## src/hdl/emc_pkg.sv

```systemverilog
// ----------------------------------------------------------------------------
// emc_pkg
// Shared types and constants of the encoder move controller.
// ----------------------------------------------------------------------------
`default_nettype none

package emc_pkg;

    typedef enum logic [1:0] {
        CMD_SAMPLE  = 2'd0,
        CMD_FORWARD = 2'd1,
        CMD_ROTATE  = 2'd2,
        CMD_STOP    = 2'd3
    } t_cmd;

    localparam int unsigned ADDR_W = 3;

    // register select is the word address bit
    localparam logic REG_BASE_SPEED = 1'b0;
    localparam logic REG_SPEED_TRIM = 1'b1;

    localparam logic [7:0]        BASE_SPEED_RST = 8'd128;
    localparam logic signed [8:0] SPEED_TRIM_RST = 9'sd0;
    localparam logic signed [8:0] SPEED_MAX      = 9'sd255;
    localparam logic signed [8:0] SPEED_MIN      = -9'sd255;

    typedef struct packed {
        logic [7:0]        base_speed;
        logic signed [8:0] speed_trim;
    } t_cfg;

    typedef struct packed {
        t_cmd               cmd;
        logic               left_a;
        logic               left_b;
        logic               right_a;
        logic               right_b;
        logic signed [20:0] move_distance;
    } t_item;

    typedef struct packed {
        logic               last_left_a;
        logic               last_right_a;
        logic signed [31:0] left_count;
        logic signed [31:0] right_count;
        logic               moving;
        logic [21:0]        target_sum;
        logic signed [8:0]  left_speed;
        logic signed [8:0]  right_speed;
    } t_state;

    typedef struct packed {
        logic               left_dir1;
        logic               left_dir2;
        logic [7:0]         left_duty;
        logic               right_dir1;
        logic               right_dir2;
        logic [7:0]         right_duty;
        logic               busy_res;
        logic               done_res;
        logic signed [31:0] left_position;
        logic signed [31:0] right_position;
    } t_result;

endpackage

`default_nettype wire

```

## src/hdl/encoder_move_controller.sv

```systemverilog
// ----------------------------------------------------------------------------
// encoder_move_controller
// Two-wheel move-by-count controller with x2 quadrature counting.
// ----------------------------------------------------------------------------
// Input channel (i_in_valid / o_in_ready) carries one request per sample of
// both encoders' pins, with a command: sample, start forward, start rotate,
// stop. Output channel (o_out_valid / i_out_ready) returns one result per
// request: bridge direction bits, PWM duties, busy, done and both counts.
// A request goes into the input register, one pass of logic updates the
// controller state and fills the result register: o_out_valid rises once the
// result register is loaded, and one request is taken every cycle while the
// receiver keeps up. When the receiver stalls, the result register holds; an
// empty input register still takes one more request, and o_in_ready stays
// low while the input register is full and the result is not taken.
// Reset clears counts, stops any move and zeroes both wheel speeds; base_speed
// returns to 128 and speed_trim to 0. Registers are written over the APB
// port: base_speed at 0x0, speed_trim at 0x4.
// ----------------------------------------------------------------------------
`default_nettype none

module encoder_move_controller (
    input  wire                              i_clk,
    input  wire                              i_rst_n,
    input  wire                              psel,
    input  wire                              penable,
    input  wire                              pwrite,
    input  wire [emc_pkg::ADDR_W-1:0]        paddr,
    input  wire [31:0]                       pwdata,
    output logic [31:0]                      prdata,
    output logic                             pready,
    input  wire                              i_in_valid,
    output logic                             o_in_ready,
    input  wire [1:0]                        i_cmd,
    input  wire                              i_left_a,
    input  wire                              i_left_b,
    input  wire                              i_right_a,
    input  wire                              i_right_b,
    input  wire signed [20:0]                i_move_distance,
    output logic                             o_out_valid,
    input  wire                              i_out_ready,
    output logic                             o_left_dir1,
    output logic                             o_left_dir2,
    output logic [7:0]                       o_left_duty,
    output logic                             o_right_dir1,
    output logic                             o_right_dir2,
    output logic [7:0]                       o_right_duty,
    output logic                             o_busy_res,
    output logic                             o_done_res,
    output logic signed [31:0]               o_left_position,
    output logic signed [31:0]               o_right_position
);

    emc_pkg::t_cfg    r_cfg;
    logic             r_in_valid;
    emc_pkg::t_item   r_item;
    emc_pkg::t_state  r_state;
    emc_pkg::t_state  n_state;
    logic             r_out_valid;
    emc_pkg::t_result r_res;
    emc_pkg::t_result n_res;

    logic w_accept;
    logic w_advance;
    logic w_wr;

    // ---- configuration port
    assign pready = 1'b1;
    assign w_wr   = psel && penable && pwrite;

    always_ff @(posedge i_clk) begin
        if (!i_rst_n) begin
            r_cfg.base_speed <= emc_pkg::BASE_SPEED_RST;
            r_cfg.speed_trim <= emc_pkg::SPEED_TRIM_RST;
        end else if (w_wr) begin
            if (paddr[2] == emc_pkg::REG_SPEED_TRIM) begin
                r_cfg.speed_trim <= $signed(pwdata[8:0]);
            end else begin
                r_cfg.base_speed <= pwdata[7:0];
            end
        end
    end

    assign prdata = (paddr[2] == emc_pkg::REG_SPEED_TRIM)
                  ? {{23{r_cfg.speed_trim[8]}}, r_cfg.speed_trim}
                  : {24'd0, r_cfg.base_speed};

    // ---- request pipeline
    assign w_advance  = r_in_valid && (!r_out_valid || i_out_ready);
    assign o_in_ready = !r_in_valid || w_advance;
    assign w_accept   = i_in_valid && o_in_ready;

    always_ff @(posedge i_clk) begin
        if (!i_rst_n) begin
            r_in_valid <= 1'b0;
        end else if (w_accept) begin
            r_in_valid <= 1'b1;
        end else if (w_advance) begin
            r_in_valid <= 1'b0;
        end
    end

    always_ff @(posedge i_clk) begin
        if (w_accept) begin
            r_item.cmd           <= emc_pkg::t_cmd'(i_cmd);
            r_item.left_a        <= i_left_a;
            r_item.left_b        <= i_left_b;
            r_item.right_a       <= i_right_a;
            r_item.right_b       <= i_right_b;
            r_item.move_distance <= i_move_distance;
        end
    end

    emc_step u_step (
        .i_cfg    (r_cfg),
        .i_item   (r_item),
        .i_state  (r_state),
        .o_state  (n_state),
        .o_result (n_res)
    );

    always_ff @(posedge i_clk) begin
        if (!i_rst_n) begin
            r_state     <= '0;
            r_out_valid <= 1'b0;
        end else if (w_advance) begin
            r_state     <= n_state;
            r_out_valid <= 1'b1;
        end else if (i_out_ready) begin
            r_out_valid <= 1'b0;
        end
    end

    always_ff @(posedge i_clk) begin
        if (w_advance) begin
            r_res <= n_res;
        end
    end

    assign o_out_valid      = r_out_valid;
    assign o_left_dir1      = r_res.left_dir1;
    assign o_left_dir2      = r_res.left_dir2;
    assign o_left_duty      = r_res.left_duty;
    assign o_right_dir1     = r_res.right_dir1;
    assign o_right_dir2     = r_res.right_dir2;
    assign o_right_duty     = r_res.right_duty;
    assign o_busy_res       = r_res.busy_res;
    assign o_done_res       = r_res.done_res;
    assign o_left_position  = r_res.left_position;
    assign o_right_position = r_res.right_position;

endmodule

`default_nettype wire

```

## src/hdl/emc_step.sv

```systemverilog
// ----------------------------------------------------------------------------
// emc_step
// Next-state and result logic for one request: edge count, command, finish.
// ----------------------------------------------------------------------------
`default_nettype none

module emc_step (
    input  emc_pkg::t_cfg    i_cfg,
    input  emc_pkg::t_item   i_item,
    input  emc_pkg::t_state  i_state,
    output emc_pkg::t_state  o_state,
    output emc_pkg::t_result o_result
);

    localparam logic signed [9:0] SPEED_MAX_W = 10'(emc_pkg::SPEED_MAX);
    localparam logic signed [9:0] SPEED_MIN_W = 10'(emc_pkg::SPEED_MIN);

    function automatic logic signed [31:0] sat_step(input logic signed [31:0] v,
                                                   input logic up);
        logic signed [31:0] r;
        if (up) begin
            r = (v == 32'sh7FFF_FFFF) ? v : v + 32'sd1;
        end else begin
            r = (v == 32'sh8000_0000) ? v : v - 32'sd1;
        end
        return r;
    endfunction

    function automatic logic [31:0] mag32(input logic signed [31:0] v);
        return v[31] ? 32'(-v) : 32'(v);
    endfunction

    function automatic logic signed [8:0] clamp_speed(input logic signed [9:0] v);
        logic signed [8:0] r;
        if (v > SPEED_MAX_W) begin
            r = emc_pkg::SPEED_MAX;
        end else if (v < SPEED_MIN_W) begin
            r = emc_pkg::SPEED_MIN;
        end else begin
            r = v[8:0];
        end
        return r;
    endfunction

    logic signed [31:0] w_left_cnt;
    logic signed [31:0] w_right_cnt;
    logic signed [8:0]  w_base;
    logic signed [9:0]  w_trimmed;
    logic               w_dist_pos;
    logic [20:0]        w_dist_mag;
    logic [32:0]        w_sum;
    logic               w_done;
    emc_pkg::t_state    w_st;

    assign w_base     = $signed({1'b0, i_cfg.base_speed});
    assign w_trimmed  = $signed({2'b00, i_cfg.base_speed})
                      + $signed({i_cfg.speed_trim[8], i_cfg.speed_trim});
    assign w_dist_pos = !i_item.move_distance[20] && (i_item.move_distance != 21'sd0);
    assign w_dist_mag = i_item.move_distance[20] ? 21'(-i_item.move_distance)
                                                 : 21'(i_item.move_distance);

    assign w_left_cnt  = (i_item.left_a != i_state.last_left_a)
                       ? sat_step(i_state.left_count, i_item.left_a != i_item.left_b)
                       : i_state.left_count;
    assign w_right_cnt = (i_item.right_a != i_state.last_right_a)
                       ? sat_step(i_state.right_count, i_item.right_a == i_item.right_b)
                       : i_state.right_count;

    always_comb begin
        w_st              = i_state;
        w_st.last_left_a  = i_item.left_a;
        w_st.last_right_a = i_item.right_a;
        w_st.left_count   = w_left_cnt;
        w_st.right_count  = w_right_cnt;
        case (i_item.cmd)
            emc_pkg::CMD_FORWARD: begin
                w_st.left_count  = '0;
                w_st.right_count = '0;
                w_st.moving      = 1'b1;
                w_st.target_sum  = w_dist_pos ? {1'b0, i_item.move_distance[19:0], 1'b0}
                                              : 22'd0;
                w_st.left_speed  = w_base;
                w_st.right_speed = clamp_speed(w_trimmed);
            end
            emc_pkg::CMD_ROTATE: begin
                w_st.left_count  = '0;
                w_st.right_count = '0;
                w_st.moving      = 1'b1;
                w_st.target_sum  = {w_dist_mag, 1'b0};
                w_st.left_speed  = w_dist_pos ? -w_base : w_base;
                w_st.right_speed = w_dist_pos ? w_base : -w_base;
            end
            emc_pkg::CMD_STOP: begin
                w_st.moving      = 1'b0;
                w_st.left_speed  = '0;
                w_st.right_speed = '0;
            end
            default: begin
            end
        endcase
    end

    assign w_sum  = {1'b0, mag32(w_st.left_count)} + {1'b0, mag32(w_st.right_count)};
    assign w_done = w_st.moving && (w_sum >= {11'd0, w_st.target_sum});

    always_comb begin
        o_state = w_st;
        if (w_done) begin
            // finish: brake both wheels
            o_state.moving      = 1'b0;
            o_state.left_speed  = '0;
            o_state.right_speed = '0;
        end
    end

    always_comb begin
        o_result.left_dir1      = !(o_state.left_speed > 9'sd0);
        o_result.left_dir2      = !o_state.left_speed[8];
        o_result.left_duty      = o_state.left_speed[8] ? 8'(-o_state.left_speed)
                                                        : o_state.left_speed[7:0];
        o_result.right_dir1     = !o_state.right_speed[8];
        o_result.right_dir2     = !(o_state.right_speed > 9'sd0);
        o_result.right_duty     = o_state.right_speed[8] ? 8'(-o_state.right_speed)
                                                         : o_state.right_speed[7:0];
        o_result.busy_res       = o_state.moving;
        o_result.done_res       = w_done;
        o_result.left_position  = o_state.left_count;
        o_result.right_position = o_state.right_count;
    end

endmodule

`default_nettype wire

```

## config.mk

```make
export PLATFORM = sky130hd
export DESIGN_NAME = encoder_move_controller
export DESIGN_NICKNAME = d
export VERILOG_FILES = /design/src/hdl/emc_pkg.sv /design/src/hdl/encoder_move_controller.sv /design/src/hdl/emc_step.sv
export SDC_FILE = /design/constraint.sdc
export NUM_CORES = 1
export LEC_CHECK = 0
export BUFFER_PORTS_ARGS = -buffer_cell sky130_fd_sc_hd__buf_2
export CAP_MARGIN = 20
export CORE_ASPECT_RATIO = 1.2
export CORE_MARGIN = 2
export CORE_UTILIZATION = 30
export CTS_CLUSTER_SIZE = 24
export DETAILED_ROUTE_END_ITERATION = 7
export HOLD_SLACK_MARGIN = 0.12
export PLACE_DENSITY = 0.54
export SYNTH_ARGS = -nofsm -noshare
export SYNTH_HDL_FRONTEND = slang
export SYNTH_HIERARCHICAL = 1
export SYNTH_SLANG_ARGS = --single-unit
export TNS_END_PERCENT = 30
```

## constraint.sdc

```tcl
create_clock -name i_clk -period 9.9 [get_ports i_clk]
set_input_delay 1.98 -clock i_clk [delete_from_list [all_inputs] [get_ports i_clk]]
set_output_delay 1.98 -clock i_clk [all_outputs]
set_load 0.01 [all_outputs]
```

**Word level (Yosys, flattened, before mapping)**

Cells that the tools add are included.

- Logic and storage cells: 107
- Bits of input ports: 69
- Flip-flop bits (word level): 239

- Add/subtract/negate cells: 12
- Bitwise operators: 1
- Reductions and logical operators: 21
- Equal/unequal tests: 11
- Muxes and demuxes: 29
- $lt $le $gt $ge: 5

Operator list:

| cell | number |
|---|---|
| two-way mux 32 bit | 11 |
| == test 32 bit, second input constant | 4 |
| adder 32 x 2 -> 32 bit, second input constant | 2 |
| two-way mux 64 bit | 1 |
| negation 32 bit | 2 |
| subtractor 32 x 2 -> 32 bit, second input constant | 2 |
| case mux 18 bit (3 select lines) | 1 |
| case mux 22 bit (2 select lines) | 1 |
| two-way mux 21 bit | 2 |
| two-way mux 9 bit | 4 |
| adder 32 x 32 -> 33 bit | 1 |
| >= comparator 33 x 22 -> 1 bit | 1 |
| negation 21 bit | 1 |
| nonzero test 21 bit | 1 |
| > comparator 9 x 1 -> 1 bit, second input constant | 2 |
| two-way mux 18 bit | 1 |
| two-way mux 8 bit | 2 |
| negation 8 bit | 2 |
| adder 9 x 9 -> 10 bit | 1 |
| > comparator 10 x 9 -> 1 bit, second input constant | 1 |
| < comparator 10 x 9 -> 1 bit, second input constant | 1 |
| negation 8 -> 9 bit | 1 |
| logical NOT 1 bit | 7 |
| logical AND 1 bit | 6 |
| 11 further kinds | 21 |

**Logic depth before layout (Yosys ltp)**

Gate-level depths: netlist of the first run.

- Word-level depth: 13
- Depth in mapped cells: 39

**Hierarchy**

The synthesis of the first run kept the hierarchy.

Modules (own cells, without submodules):

| module | area each (um2) | seq. area each (um2) | times used | cells an instance |
|---|---|---|---|---|
| emc_step | 10809.1 | 0.0 | 1 | 1652 |
| encoder_move_controller | 8594.5 | 5915.7 | 1 | 688 |

**Least setup slack after synthesis of the first run**

OpenSTA, ideal clock, no wires.

- Path kind: register -> register
- From: reg r_state[73] (netlist bit)
- To: reg r_res (netlist bit o_right_duty[4]) (data pin)
- Data arrival time: 7183 ps
- Slack: 2451 ps
- Cell stages (with the launch flop): 36
- Data required time: 9634 ps
- Clock period less this slack: 7449 ps
- Path buffers: 2
- Cell sequence: dfxtp_1 -> ha_1 -> inv_1 -> nor3_1 -> a31oi_2 -> buf_4 -> a22oi_1 -> mux2i_1 -> nor3b_1 -> nand3_1 -> nor3_4 -> a31oi_1 -> xnor2_1 -> ha_1 -> a21oi_1 -> o21ai_0 -> o31ai_1 -> nor2_1 -> nor2_1 -> xnor2_1 -> ha_1 -> a21oi_1 -> nor2b_1 -> o21ai_0 -> nand2b_1 -> a2111oi_0 -> o211ai_1 -> nor4_1 -> a41o_1 -> clkbuf_1 -> nand2_1 -> ha_1 -> and2_1 -> a21boi_0 -> xnor2_1 -> nor2_1

RTL lines:

| element | line | RTL |
|---|---|---|
| from (decl) | encoder_move_controller.sv:56 | `emc_pkg::t_state r_state;` |
| from (signal assigned) | encoder_move_controller.sv:126 | `r_state <= n_state;` |
| to (signal assigned) | encoder_move_controller.sv:135 | `r_res <= n_res;` |
| to (decl) | encoder_move_controller.sv:59 | `emc_pkg::t_result r_res;` |

==> impl_metrics.json, run 1 <==
{
  "global_route_usage_over_all_layers_pct": 17.4,
  "result_of_the_run": "complete, no violations",
  "post_cts_resized": 0,
  "total_of_buffers_placed_on_input_and_output_ports": 163,
  "cap_viol_max_count": 0,
  "drt-total-wl_um": 60000,
  "synth_simple_gate_area_share_pct": 25.1,
  "syn_nets": 2488,
  "globalRouteOverflowTotal": 0,
  "chipHeight_um": 283,
  "core_mm2": 0.0643,
  "antenna_violating_nets_post_route": 0,
  "finalHoldWorstSlack_ns": 0.455,
  "cts-root-buf": "clkbuf_16",
  "synth.avg_cell_area_um2": 8.29,
  "muxShareOfSynthArea_pct": 7.92,
  "drc_errors": 0,
  "fin_tns_setup_ns": 0,
  "die_w_um": 236,
  "synthesis.yosys.warnings": 6,
  "power.net_switching_w": 0.00120,
  "cts_hold_repair.buffers": 0,
  "synth_async_sr_flop_share_pct": 0,
  "area_growth_syn_to_layout_pct": 9.18,
  "tritoncts": "yes",
  "avg_wl_per_cell_um": 18.7,
  "fp.dieArea_mm2": 0.0667,
  "startpoint_type": "flop",
  "cpPeakStageDelay_ns": 0.56,
  "synth_area_in_adders_pct": 5.17,
  "worst_setup_path_end_kind": "flop",
  "row_count": 102,
  "synth_cell_type_count": 102,
  "buffers_inserted_by_post_cts_timing_repair": 0,
  "cts-buffers-inserted": 29,
  "fin_worst_skew_ns": 0.00863,
  "clk_transition_reported_paths_ns": 0.06,
  "number_of_endpoints_failing_setup_at_the_final_stage": 0,
  "largest_fanout_on_the_critical_path": 11,
  "ys_top_cells_by_count": "nand2_1, nor2_1, mux2i_1",
  "stdcell_count": 3202,
  "place.detailed.hpwl_um": 45400,
  "cts_max_level": 1,
  "proportion_of_layout_cells_with_a_drive_suffix_above_1_pct": 13.5,
  "yosysTopAreaCellShare_pct": 17.5,
  "power.sequential.fraction_pct": 33.6,
  "timing.slew.headroom_pct": 27.8,
  "timing.final.max_slew_violations": 0,
  "critPathSlowestCell": "a2111oi_0",
  "switching_share_pct": 35.7,
  "synth_cells": 2340,
  "initial_utilization_pct": 30.2,
  "setup.worst_path.class": "flop to flop",
  "critical_path_arrival_ns": 9.65,
  "yosysTopAreaCell": "edfxtp_1",
  "hold_viol_final": 0,
  "clock_path_buffers": 3,
  "min_clock_period_post_route_ns": 9.33,
  "final.setup.worst_slack_ns": 0.571,
  "grt_setup_unrepaired": "no",
  "grt_pass1_vias": 16390,
  "routed-via-count": 16927,
  "max_slew.worst_pin.slew_ns": 1.08,
  "comb_power_share_pct": 34.1,
  "number_of_enable_flip_flop_cells_after_synthesis": 113,
  "fin_util_pct": 32.9,
  "synth_compound_area_share_pct": 15.3,
  "p_leak_nw": 8.65,
  "synth_top_family_by_area": "simple AND/OR/NAND/NOR gates",
  "p_int_w": 0.00216,
  "synth-main-ff-cell": "dfxtp_1",
  "pwr-share-clk_pct": 32.3,
  "fmaxAchievable_ghz": 0.107,
  "ys_ff_latch": 239,
  "hold_class": "flop to flop",
  "vdd.ir_drop.worst_uv": 132,
  "grt_pass1_wl_um": 93300,
  "post_synth_instance_area_mm2": 0.0194,
  "endpoint_required_time_on_the_critical_path_ns": 10.22,
  "cts.sink_count": 239,
  "power.density_cell_area_mw_per_mm2": 158,
  "drt_first_iter_violations": 1101,
  "nets": 2494,
  "placed_cells_incl_taps": 3147,
  "most_common_cell_in_the_synthesized_netlist": "nand2_1",
  "clock_insertion_delay_worst_skew_ns": 0.58,
  "yosys-top-cells-area": "edfxtp_1, dfxtp_1, mux2i_1, nand2_1, ha_1",
  "dpl_worst_slack_ns": 0.829,
  "finalCritPeriodShare_pct": 94.2,
  "post_drt_via_cell_ratio": 5.29,
  "drt_pass1_iterations": 5,
  "yosysSeqAreaShare_pct": 30.5,
  "gp_congestion": 0.923,
  "pin_count": 190,
  "grt_antenna_before_repair": 0,
  "synth_xor_area_share_pct": 7.05,
  "maximum_number_of_pins_on_one_net_before_global_route_repair": 128
}
-- area by class of cell --
cell class | count | area [µm²]
antenna | 1 | 2.50
clock buffer | 43 | 848
clock inverter | 11 | 118
fill | 6797 | 43100
inverter | 105 | 394
multi-input combinational | 1776 | 11800
sequential | 239 | 5920
tap | 832 | 1040
timing repair buffer | 195 | 1070
-- worst max-delay path: cells and delay by family (launching register included) --
family | cells | cell delay [ns]
simple gates | 15 | 3.38
compound gates | 10 | 3.10
fa+ha+maj | 3 | 0.91
xor+xnor | 3 | 0.72
flops | 1 | 0.53
mux | 1 | 0.42
-- state kept, by name (all words and copies together), names as in the netlist --
name and flops:
o_busy_res 1, o_done_res 1, o_left_dir1 1, o_left_dir2 1
o_left_duty 8, o_left_position 32, o_out_valid 1, o_right_dir1 1
o_right_dir2 1, o_right_duty 8, o_right_position 32, r_cfg 17
r_in_valid 1, r_item 27, r_state 107
-- metrics by stage --
| step | power, W | cell area (µm²) |
|---|---|---|
| 4_1_cts | 0.00340 | 21200 |
| 3_5_place_dp | 0.00228 | 20200 |
| 6_report | 0.00336 | 21200 |
| 3_3_place_gp | 0.00227 | 20200 |
| 2_1_floorplan | 0.00200 | 19400 |
| 5_1_grt | 0.00355 | 21200 |
-- worst paths after layout --
path | start | to | slack (ns) | depth (start not counted)
setup / recovery | r_state[83]$_SDFFE_PN0P_ | o_right_duty[4]$_DFFE_PP_ | 0.57 | 32
hold / removal | r_state[9]$_SDFFE_PN0P_ | r_state[9]$_SDFFE_PN0P_ | 0.45 | 2
setup reg to reg | r_state[83]$_SDFFE_PN0P_ | o_right_duty[4]$_DFFE_PP_ | 0.57 | 32
hold reg to reg | r_state[9]$_SDFFE_PN0P_ | r_state[9]$_SDFFE_PN0P_ | 0.45 | 2
-- placed cells by master, fill, tap and decap left out, drive strengths merged, types with 18 or more instances in the layout --
cell type and count:
a21o 27, a21oi 98, a22o 18, a31oi 36, and2 33, and3 41, and4 21, buf 195
clkbuf 43, dfxtp 126, edfxtp 113, ha 77, inv 107, mux2 20, mux2i 130, nand2 327
nand3 67, nand4 45, nor2 210, nor2b 45, nor3 52, nor4 37, o211ai 18, o21ai 81
o31ai 18, xnor2 104, xor2 50
-- layer usage --
layer,up-vias,global-route usage [%],share of wire (%)
met5,-,0,0
met4,0,5.89,3.1
met3,88,1.82,3.7
met2,412,32.1,50
met1,8117,21.0,43
li1,8310,-,-
-- cell families (layout without fill, tap and decap cells) --
family / Yosys count / after routing
adder cells (fa/ha/maj): 79 / 79
AO/OA/AOI/OAI: 434 / 434
flip-flops: 239 / 239
other: 1 / 2
XOR/XNOR: 154 / 154
multiplexers: 150 / 150
buffers and inverters: 325 / 354
AND/OR/NAND/NOR: 958 / 958
-- power by group through the flow --
stage,registers (W),logic (W),clock network [W]
after floorplan,0.00114,0.000858,0
after global placement,0.00115,0.00112,0
after detailed placement,0.00115,0.00114,0
after CTS,0.00113,0.00114,0.00113
after global routing,0.00113,0.00126,0.00116
final,0.00113,0.00115,0.00109
Power figures use the tool's default switching activity.
==> inputs of run 2 (changes only) <==
CORE_UTILIZATION = 53   (was 30)
PLACE_DENSITY = 0.81   (was 0.54)
==> run 2 against run 1 <==
Net effect: worst hold slack better by 0.00063 ns; maximum frequency is 3.1% higher; first-iteration DRC count is 39% higher; cell count is 12% lower; clock skew is 0.028 ns higher; clock power is 4% lower; die area is 43% lower; via count is 1.9% higher; critical path type unchanged; critical endpoint unchanged.
==> impl_metrics.json, run 2 (synthesis results as in run 1) <==
{
  "largest_register": "r_state",
  "endpoint_required_time_on_the_critical_path_ns": 10.21,
  "fp.dieArea_mm2": 0.0382,
  "cts.sink_count": 239,
  "nets": 2477,
  "result_of_the_run": "complete, no violations",
  "chipHeight_um": 214,
  "grt_pass1_wl_um": 82400,
  "antenna_violating_nets_post_route": 0,
  "cpPeakStageDelay_ns": 0.61,
  "startpoint_type": "flop",
  "die_w_um": 179,
  "stdcell_count": 2818,
  "setup.worst_path.class": "flop to flop",
  "cts_max_level": 1,
  "routed-via-count": 17245,
  "timing.final.max_slew_violations": 0,
  "regArea_mm2": 0.00592,
  "final.setup.worst_slack_ns": 0.854,
  "cap_viol_max_count": 0,
  "fin_util_pct": 57.1,
  "place.detailed.hpwl_um": 38100,
  "dpl_worst_slack_ns": 1.04,
  "gp_congestion": 0.944,
  "worst_r2r_startpoint": "r_state[93]$_SDFFE_PN0P_",
  "post_cts_resized": 0,
  "drt_first_iter_violations": 1533,
  "area_growth_syn_to_layout_pct": 6.03,
  "grt_antenna_before_repair": 0,
  "grt_pass1_vias": 16202,
  "cts-root-buf": "clkbuf_16",
  "fin_worst_skew_ns": 0.0366,
  "finalCritPeriodShare_pct": 91.4,
  "buffers_inserted_by_post_cts_timing_repair": 0,
  "pin_count": 190,
  "worst_setup_path_end_kind": "flop",
  "clock_insertion_delay_worst_skew_ns": 0.58,
  "clock_path_buffers": 3,
  "initial_utilization_pct": 53.8,
  "layout.cells.most_common": "nand2_1",
  "proportion_of_layout_cells_with_a_drive_suffix_above_1_pct": 13.1,
  "vdd.ir_drop.worst_uv": 128,
  "timing.slew.headroom_pct": 27.1,
  "tritoncts": "yes",
  "min_clock_period_post_route_ns": 9.05,
  "core_mm2": 0.0360,
  "critPathSlowestCell": "nor4_1",
  "drt-total-wl_um": 52100,
  "multiInputGateArea_mm2": 0.0118,
  "antenna-diode-count": 0,
  "p_leak_nw": 8.56,
  "drt_pass1_iterations": 6,
  "fill_cells": 3273,
  "final_cell_mix": "nand2_1, nor2_1, buf_2",
  "global_route_usage_over_all_layers_pct": 26.7,
  "clk_transition_reported_paths_ns": 0.06,
  "cts-buffers-inserted": 27,
  "fin_tns_setup_ns": 0,
  "fmaxAchievable_ghz": 0.111,
  "largest_fanout_on_the_critical_path": 13,
  "hold_class": "flop to flop",
  "row_count": 76,
  "grt_setup_unrepaired": "no",
  "avg_wl_per_cell_um": 18.5,
  "number_of_endpoints_failing_setup_at_the_final_stage": 0,
  "finalHoldWorstSlack_ns": 0.456,
  "total_of_buffers_placed_on_input_and_output_ports": 163,
  "post_drt_via_cell_ratio": 6.12,
  "power.density_cell_area_mw_per_mm2": 160,
  "hold_viol_final": 0,
  "crit_start": "r_state[93]$_SDFFE_PN0P_",
  "hold_start": "r_state[18]$_SDFFE_PN0P_",
  "setup.reg_to_reg.worst_slack_ns": 0.85,
  "drc_errors": 0,
  "largest_register_ff_count": 107,
  "globalRouteOverflowTotal": 0,
  "placed_cells_incl_taps": 2768,
  "critical_path_arrival_ns": 9.36,
  "cts_hold_repair.buffers": 0,
  "maximum_number_of_pins_on_one_net_before_global_route_repair": 137,
  "max_slew.worst_pin.slew_ns": 1.09
}
run 2: path summary, 6_finish.rpt:
| kind | depth (start not counted) | endpoint |
|---|---|---|
| max reg2reg | 32 | o_right_duty[4]$_DFFE_PP_ |
| min | 2 | r_state[18]$_SDFFE_PN0P_ |
| min reg2reg | 2 | r_state[18]$_SDFFE_PN0P_ |
| max | 32 | o_right_duty[4]$_DFFE_PP_ |
run 2: final cells by class:
cell class,instances,share of cell area (%)
clock buffer,31,3.41
clock inverter,19,1.09
inverter,105,1.92
multi-input combinational,1776,57.3
sequential,239,28.8
tap,468,2.85
timing repair buffer,180,4.68
run 2: where the power goes:
part	internal (W)	switching (W)
combinational	0.000417	0.000695
clock	0.000618	0.000432
sequential	0.00109	0.0000375
run 2: through the flow:
step | power [W] | area (µm²)
2_1_floorplan | 0.00200 | 19400
3_3_place_gp | 0.00220 | 19600
3_5_place_dp | 0.00223 | 19600
4_1_cts | 0.00329 | 20600
5_1_grt | 0.00346 | 20600
6_report | 0.00329 | 20600
run 2: per-layer routing:
layer / GRT usage [%] / vias to the layer above / share of wire [%]
met1: 33.6 / 8185 / 42
met3: 3.28 / 131 / 6.1
met4: 11.7 / 0 / 3.9
li1: - / 8278 / -
met2: 46.1 / 651 / 48
met5: 0 / - / 0
run 2: worst max-delay path, delay by kind of cell (launching register included):
kind                       cells  cell delay, ns
AOI/OAI and AO/OA             12            3.55
and+or+nand+nor               14            3.30
adders and majority gates      3            0.89
xor gates and xnor gates       3            0.63
DFF                            1            0.42
